===== src/hdl/sitda_pkg.sv =====
// shared types and constants for the signed integer to decimal ascii converter
// no dependencies; used by sitda_dd_stage and signed_int_to_decimal_ascii_top
package sitda_pkg;

	localparam int BinWidth      = 32;
	localparam int NumDigits     = 10;
	localparam int BcdWidth      = 4 * NumDigits;
	localparam int DdStages      = 4;
	localparam int ItersPerStage = BinWidth / DdStages;
	localparam int IdxWidth      = $clog2(NumDigits);

	localparam logic [7:0] CharZero  = 8'h30;
	localparam logic [7:0] CharMinus = 8'h2d;

	// word carried through the binary to bcd pipeline
	typedef struct packed {
		logic                neg;
		logic [BcdWidth-1:0] bcd;
		logic [BinWidth-1:0] bin;
	} dd_word_t;

endpackage


===== src/hdl/sitda_dd_stage.sv =====
// one registered stage of the shift-and-add-3 binary to bcd conversion
// depends on sitda_pkg (word type, iteration count per stage)
module sitda_dd_stage (
	input  logic              clk,
	input  logic              arst_n,
	input  logic              in_valid,
	output logic              in_ready,
	input  sitda_pkg::dd_word_t in_word,
	output logic              out_valid,
	input  logic              out_ready,
	output sitda_pkg::dd_word_t out_word
);

	logic                valid_s1;
	sitda_pkg::dd_word_t word_s1;
	sitda_pkg::dd_word_t step_word;

	// stage accepts when empty or when its word leaves this cycle
	assign in_ready  = !valid_s1 || out_ready;
	assign out_valid = valid_s1;
	assign out_word  = word_s1;

	// several shift-and-add-3 iterations, one input bit each
	always_comb begin
		step_word = in_word;
		for (int it = 0; it < sitda_pkg::ItersPerStage; it++) begin
			for (int d = 0; d < sitda_pkg::NumDigits; d++) begin
				if (step_word.bcd[4*d +: 4] >= 4'd5) begin
					step_word.bcd[4*d +: 4] = step_word.bcd[4*d +: 4] + 4'd3;
				end
			end
			{step_word.bcd, step_word.bin} = {step_word.bcd[sitda_pkg::BcdWidth-2:0],
				step_word.bin, 1'b0};
		end
	end

	// valid bit
	always_ff @(posedge clk or negedge arst_n) begin
		if (!arst_n) begin
			valid_s1 <= 1'b0;
		end else if (in_ready) begin
			valid_s1 <= in_valid;
		end
	end

	// payload
	always_ff @(posedge clk) begin
		if (in_ready && in_valid) begin
			word_s1 <= step_word;
		end
	end

endmodule


===== src/hdl/signed_int_to_decimal_ascii_top.sv =====
// signed 32-bit integer to decimal ascii characters, one character per word
// depends on sitda_pkg and sitda_dd_stage
// path: the first character of a value is shown from the serializer register after the value passes
// the sign/magnitude register and four bcd conversion stages of 8 bits each
// throughput: one character per cycle while out_ready is high; a value gives 1 to 11 characters,
// its character count; the pipeline takes a new value every cycle while not stalled
// reset: arst_n clears all valid bits and the character serializer, no words are kept
module signed_int_to_decimal_ascii_top (
	input  logic        clk,
	input  logic        arst_n,
	input  logic        in_valid,
	output logic        in_ready,
	input  logic [31:0] value,
	output logic        out_valid,
	input  logic        out_ready,
	output logic [7:0]  character,
	output logic        last
);

	localparam int Nd = sitda_pkg::NumDigits;
	localparam int Iw = sitda_pkg::IdxWidth;

	// sign and magnitude stage
	logic                valid_s1;
	sitda_pkg::dd_word_t word_s1;
	logic                ready_s1;

	// chain of conversion stages, entry 0 is the sign stage
	logic                dd_valid [sitda_pkg::DdStages+1];
	logic                dd_ready [sitda_pkg::DdStages+1];
	sitda_pkg::dd_word_t dd_word  [sitda_pkg::DdStages+1];

	// character serializer
	logic                  busy_q;
	logic                  sign_q;
	logic [Iw-1:0]         idx_q;
	logic [sitda_pkg::BcdWidth-1:0] bcd_q;
	logic                  ser_ready;
	logic                  ser_load;
	logic [Iw-1:0]         lead_idx;
	logic [3:0]            cur_digit;
	logic                  bcd_ok;

	assign ready_s1 = !valid_s1 || dd_ready[0];
	assign in_ready = ready_s1;

	// sign and magnitude, taken modulo 2^32 so the most negative value works
	always_ff @(posedge clk or negedge arst_n) begin
		if (!arst_n) begin
			valid_s1 <= 1'b0;
		end else if (ready_s1) begin
			valid_s1 <= in_valid;
		end
	end

	always_ff @(posedge clk) begin
		if (ready_s1 && in_valid) begin
			word_s1.neg <= value[31];
			word_s1.bcd <= '0;
			word_s1.bin <= value[31] ? (32'd0 - value) : value;
		end
	end

	assign dd_valid[0] = valid_s1;
	assign dd_word[0]  = word_s1;

	// binary to bcd pipeline
	for (genvar g = 0; g < sitda_pkg::DdStages; g++) begin : g_dd
		sitda_dd_stage u_stage (
			.clk       (clk),
			.arst_n    (arst_n),
			.in_valid  (dd_valid[g]),
			.in_ready  (dd_ready[g]),
			.in_word   (dd_word[g]),
			.out_valid (dd_valid[g+1]),
			.out_ready (dd_ready[g+1]),
			.out_word  (dd_word[g+1])
		);
	end

	// position of the most significant nonzero digit, zero for a zero value
	always_comb begin
		lead_idx = '0;
		for (int d = 0; d < Nd; d++) begin
			if (dd_word[sitda_pkg::DdStages].bcd[4*d +: 4] != 4'd0) begin
				lead_idx = Iw'(d);
			end
		end
	end

	// serializer takes the next value as the last character of the current one leaves
	assign ser_ready = !busy_q || (out_ready && last);
	assign ser_load  = dd_valid[sitda_pkg::DdStages] && ser_ready;
	assign dd_ready[sitda_pkg::DdStages] = ser_ready;

	always_ff @(posedge clk or negedge arst_n) begin
		if (!arst_n) begin
			busy_q <= 1'b0;
			sign_q <= 1'b0;
			idx_q  <= '0;
		end else if (ser_load) begin
			busy_q <= 1'b1;
			sign_q <= dd_word[sitda_pkg::DdStages].neg;
			idx_q  <= lead_idx;
		end else if (busy_q && out_ready) begin
			if (sign_q) begin
				sign_q <= 1'b0;
			end else if (idx_q == '0) begin
				busy_q <= 1'b0;
			end else begin
				idx_q <= idx_q - 1'b1;
			end
		end
	end

	always_ff @(posedge clk) begin
		if (ser_load) begin
			bcd_q <= dd_word[sitda_pkg::DdStages].bcd;
		end
	end

	// output character select
	always_comb begin
		cur_digit = 4'd0;
		for (int d = 0; d < Nd; d++) begin
			if (idx_q == Iw'(d)) begin
				cur_digit = bcd_q[4*d +: 4];
			end
		end
	end

	assign out_valid = busy_q;
	assign character = sign_q ? sitda_pkg::CharMinus : (sitda_pkg::CharZero + {4'd0, cur_digit});
	assign last      = !sign_q && (idx_q == '0);

	// every stored digit is a decimal digit
	always_comb begin
		bcd_ok = 1'b1;
		for (int d = 0; d < Nd; d++) begin
			if (bcd_q[4*d +: 4] > 4'd9) begin
				bcd_ok = 1'b0;
			end
		end
	end

	// checks
	a_char_range: assert property (@(posedge clk) disable iff (!arst_n)
		out_valid |-> (character == sitda_pkg::CharMinus) ||
			((character >= sitda_pkg::CharZero) && (character <= sitda_pkg::CharZero + 8'd9)))
		else $error("character is neither minus nor a digit");

	a_digit_after_sign: assert property (@(posedge clk) disable iff (!arst_n)
		out_valid && out_ready && sign_q |=> out_valid && !sign_q)
		else $error("minus sign not followed by a digit");

	a_bcd_valid: assert property (@(posedge clk) disable iff (!arst_n)
		busy_q |-> bcd_ok)
		else $error("serializer holds a non-decimal digit");

	a_sign_not_last: assert property (@(posedge clk) disable iff (!arst_n)
		out_valid && sign_q |-> !last)
		else $error("minus sign flagged as last character");

endmodule

===== config.mk =====
export PLATFORM = sky130hd
export DESIGN_NAME = signed_int_to_decimal_ascii_top
export DESIGN_NICKNAME = d
export VERILOG_FILES = /design/src/hdl/sitda_pkg.sv /design/src/hdl/sitda_dd_stage.sv /design/src/hdl/signed_int_to_decimal_ascii_top.sv
export SDC_FILE = /design/constraint.sdc
export NUM_CORES = 1
export LEC_CHECK = 0
export BUFFER_PORTS_ARGS = -buffer_cell sky130_fd_sc_hd__buf_2
export CAP_MARGIN = 20
export CORE_MARGIN = 2
export CORE_UTILIZATION = 32
export DETAILED_ROUTE_END_ITERATION = 10
export GPL_TIMING_DRIVEN = 0
export PLACE_DENSITY = 0.53
export RECOVER_POWER = 100
export SKIP_LAST_GASP = 1
export SLEW_MARGIN = 0
export SYNTH_ARGS = -nofsm -noshare
export SYNTH_HDL_FRONTEND = slang
export SYNTH_SLANG_ARGS = --single-unit
export TNS_END_PERCENT = 100

===== constraint.sdc =====
create_clock -name clk -period 7.4 [get_ports clk]
set_input_delay 1.85 -clock clk [delete_from_list [all_inputs] [get_ports clk]]
set_output_delay 1.85 -clock clk [all_outputs]
set_load 0.01 [all_outputs]

==> impl_metrics.py <==
metrics = {
    "outcome": {
        "status": "finished with violations",
        "violations": "capacitance limit, slew limit",
    },
    "cts": {
        "tritoncts": "built",
        "hold_buffers": 0,
        "root_buffer": "clkbuf_16",
        "clkTransAtPathRegs_ns": 0.06,
        "clock_sinks": 238,
        "clock_path_buffers": 3,
        "cts_buffers": 31,
        "clock_latency_ns": 0.59,
        "htreeDepth": 1,
    },
    "sta": {
        "drv_slew": 204,
        "hold_violations": 0,
        "layout_min_cycle_time_ns": 6.84,
        "period_share_pct": 92.4,
        "setup_viol": 0,
        "setup_ws_ns": 0.561,
        "tightest_slew_ns": 2.50,
        "max_freq_mhz": 146,
        "relSlewSlack_pct": -66.6,
        "fin_skew_ns": 0.0273,
    },
    "worst_setup_path": {
        "required_ns": 7.69,
        "r2r_cells": 34,
        "crit-reg2reg-launch": "g_dd[2].u_stage.out_word[56]",
        "reg2reg_slack_ns": 0.56,
        "crit_path_max_fanout": 9,
        "worst_path_largest_cell_delay_ns": 0.50,
        "reg2reg_to": "g_dd[3].u_stage.out_word[70]",
        "slowest_stage": "edfxtp_1",
        "cp.arrival_ns": 7.13,
        "path_class": "reg -> reg",
        "end_kind": "flip-flop",
        "start_kind": "flip-flop",
        "cp_common_cell": "ha_1",
    },
    "synthesis": {
        "synth.yosys.seq_area_share_pct": 24.9,
        "synth.avg_cell_area_um2": 8.28,
        "ys.flop_type": "edfxtp_1",
        "ys_warn_count": 0,
        "synth_common_cells": "300 x nor2_1, 295 x nand2_1, 249 x a21oi_1",
        "async_flop_share_pct": 4.62,
        "yosys.area.top_type_share_pct": 23.9,
        "synthCells": 3446,
        "syn_area_um2": 28500,
        "ys_ff_latch": 238,
        "synth.distinct_cells": 149,
        "synth_area_leader_cell": "edfxtp_1",
        "synth_edf_count": 227,
        "ys_top_cells_by_area": "edfxtp_1 24%, ha_1 6.4%, a21oi_1 4.4%",
        "yosysMostFrequentCell": "nor2_1",
    },
    "placement": {
        "placedCellCount": 4659,
        "port_buffers": 43,
        "dpl_cell_area_um2": 30300,
        "preCtsSetupSlack_ns": -0.0625,
        "gp_congestion": 0.823,
        "dpl.hpwl_mm": 47.0,
    },
    "die": {
        "die-area_um2": 91600,
        "start_util_pct": 32.3,
        "coreArea_um2": 88400,
        "rows": 109,
        "die_h_um": 303,
        "die_x_um": 303,
        "top_level_ports": 47,
    },
    "drt": {
        "viasPerCell": 5.32,
        "dr_total_vias": 25200,
        "routedWlPerCell_um": 12.9,
        "first_pass_iters": 5,
        "routed_wl_mm": 61.2,
        "drc": 0,
        "drt-initial-drc-count": 1586,
        "antenna_left": 0,
    },
    "cells_and_area": {
        "fin_nets": 3729,
        "area_growth_syn_to_layout_pct": 10.8,
        "design_area_um2": 31600,
        "drive_gt1_share_pct": 14.4,
        "area.sequential_um2": 7090,
        "n_antenna_cell": 0,
        "multi_input_area_um2": 20300,
        "final-instance-count-excl-fill": 4735,
        "fillers": 9169,
    },
    "global_routing": {
        "grt_antenna_before_repair": 0,
        "grt_max_degree": 44,
        "grt_util_all_layers_pct": 13.0,
        "grt_pass1_vias": 22600,
        "grt-ovfl-total": 0,
        "grt_pass1_wl_mm": 105,
    },
    "min_path": {
        "min_to": "g_dd[2].u_stage.out_word[27]",
        "hp-class": "reg -> reg",
        "min_from": "g_dd[1].u_stage.out_word[19]",
        "hold_path_depth": 0,
    },
    "flow_run": {
        "cap_violations": 6,
    },
}
## per-layer routing
metal  GRT usage [%]  up-vias  wire length [µm]
met1            18.4    11600             30900
met2            21.5      283             27900
met3            1.27       54              1580
li1                -    13200                 -
met4            2.37        0               905
met5               0        -                 0
## layout by cell type (no fill, tap or decap), types with 41 or more instances in the layout
| master | Yosys | final |
|---|---|---|
| nor2_1 | 300 | 297 |
| nand2_1 | 295 | 295 |
| a21oi_1 | 249 | 238 |
| edfxtp_1 | 227 | 227 |
| inv_1 | 199 | 198 |
| o21ai_0 | 193 | 190 |
| ha_1 | 147 | 144 |
| nor3_1 | 97 | 96 |
| nand3_1 | 96 | 96 |
| xnor2_1 | 100 | 95 |
| clkbuf_1 | 62 | 80 |
| o21ai_1 | 77 | 80 |
| mux2i_1 | 75 | 74 |
| buf_2 | 40 | 70 |
| nand2b_1 | 70 | 70 |
| a211oi_1 | 50 | 49 |
| mux2_2 | 46 | 46 |
| o22ai_1 | 44 | 44 |
| a21o_1 | 43 | 43 |
| o211ai_1 | 41 | 41 |
| a31oi_1 | 45 | 41 |
## layout make-up
class | count | area share, %
Multi-Input combinational cell | 2870 | 64.3
Sequential cell | 238 | 22.4
Tap cell | 1165 | 4.61
Inverter | 222 | 2.64
Clock buffer | 37 | 2.59
Buffer | 116 | 1.71
Timing Repair Buffer | 67 | 1.16
Clock inverter | 20 | 0.574
## worst max path at each step
stage / startpoint / end / cells past startpoint
global placement: g_dd[0].u_stage.out_word[36] / g_dd[1].u_stage.out_word[50] / 39
finish: g_dd[2].u_stage.out_word[56] / g_dd[3].u_stage.out_word[70] / 34
CTS: g_dd[0].u_stage.out_word[36] / g_dd[1].u_stage.out_word[50] / 39
global route: g_dd[2].u_stage.out_word[52] / g_dd[3].u_stage.out_word[58] / 33
detailed placement: g_dd[0].u_stage.out_word[36] / g_dd[1].u_stage.out_word[50] / 39
floorplan: g_dd[0].u_stage.out_word[36] / g_dd[1].u_stage.out_word[50] / 39
## sequential cells by signal (all words and copies together), names as in the netlist
signal	count
bcd_q	40
valid_s1	1
idx_q	4
sign_q	1
g_dd.u_stage.out_word	154
dd_word	33
g_dd.u_stage.out_valid	4
out_valid	1
## stage by stage
step | utilization [%] | setup TNS, ns | hold slack, ns
after floorplan | - | 0 | 0.400
after detailed placement | 34.3 | -0.132 | 0.405
after global placement | 34.2 | 0 | 0.402
after global routing | 35.8 | -0.0525 | 0.424
final | 35.8 | 0 | 0.413
after CTS | 35.4 | 0 | 0.414
## cells by family (layout without fill, tap and decap cells)
kind of cell    after synthesis  after routing  synth area share (%)
compound gates             1244           1244                  31.8
xor+xnor                    151            151                  5.38
fa+ha+maj                   157            157                  6.81
buf+inv                     339            462                  4.83
flops                       238            238                  24.9
mux                         152            152                  6.18
other cells                   2              3                0.0263
simple gates               1163           1163                  20.2
## critical path: cells and delay by family, from the launching register on
kind                     cells  cell delay (ns)
AND/OR/NAND/NOR              7             1.08
flip-flops                   1             0.50
XOR/XNOR                     3             1.00
multiplexers                 1             0.15
buffers and inverters        5             0.62
adder cells (fa/ha/maj)      7             1.28
AO/OA/AOI/OAI               11             1.91
## timing repair
action / 4_1_cts / 5_1_grt
resized for setup: 1 / 56
pin swaps: 0 / 9
setup buffers: 0 / 20
endpoints found under the setup margin: 6 / 44
Power is not shown: default switching activity piles up to over one toggle a cycle in this logic, so the estimate is an artifact.
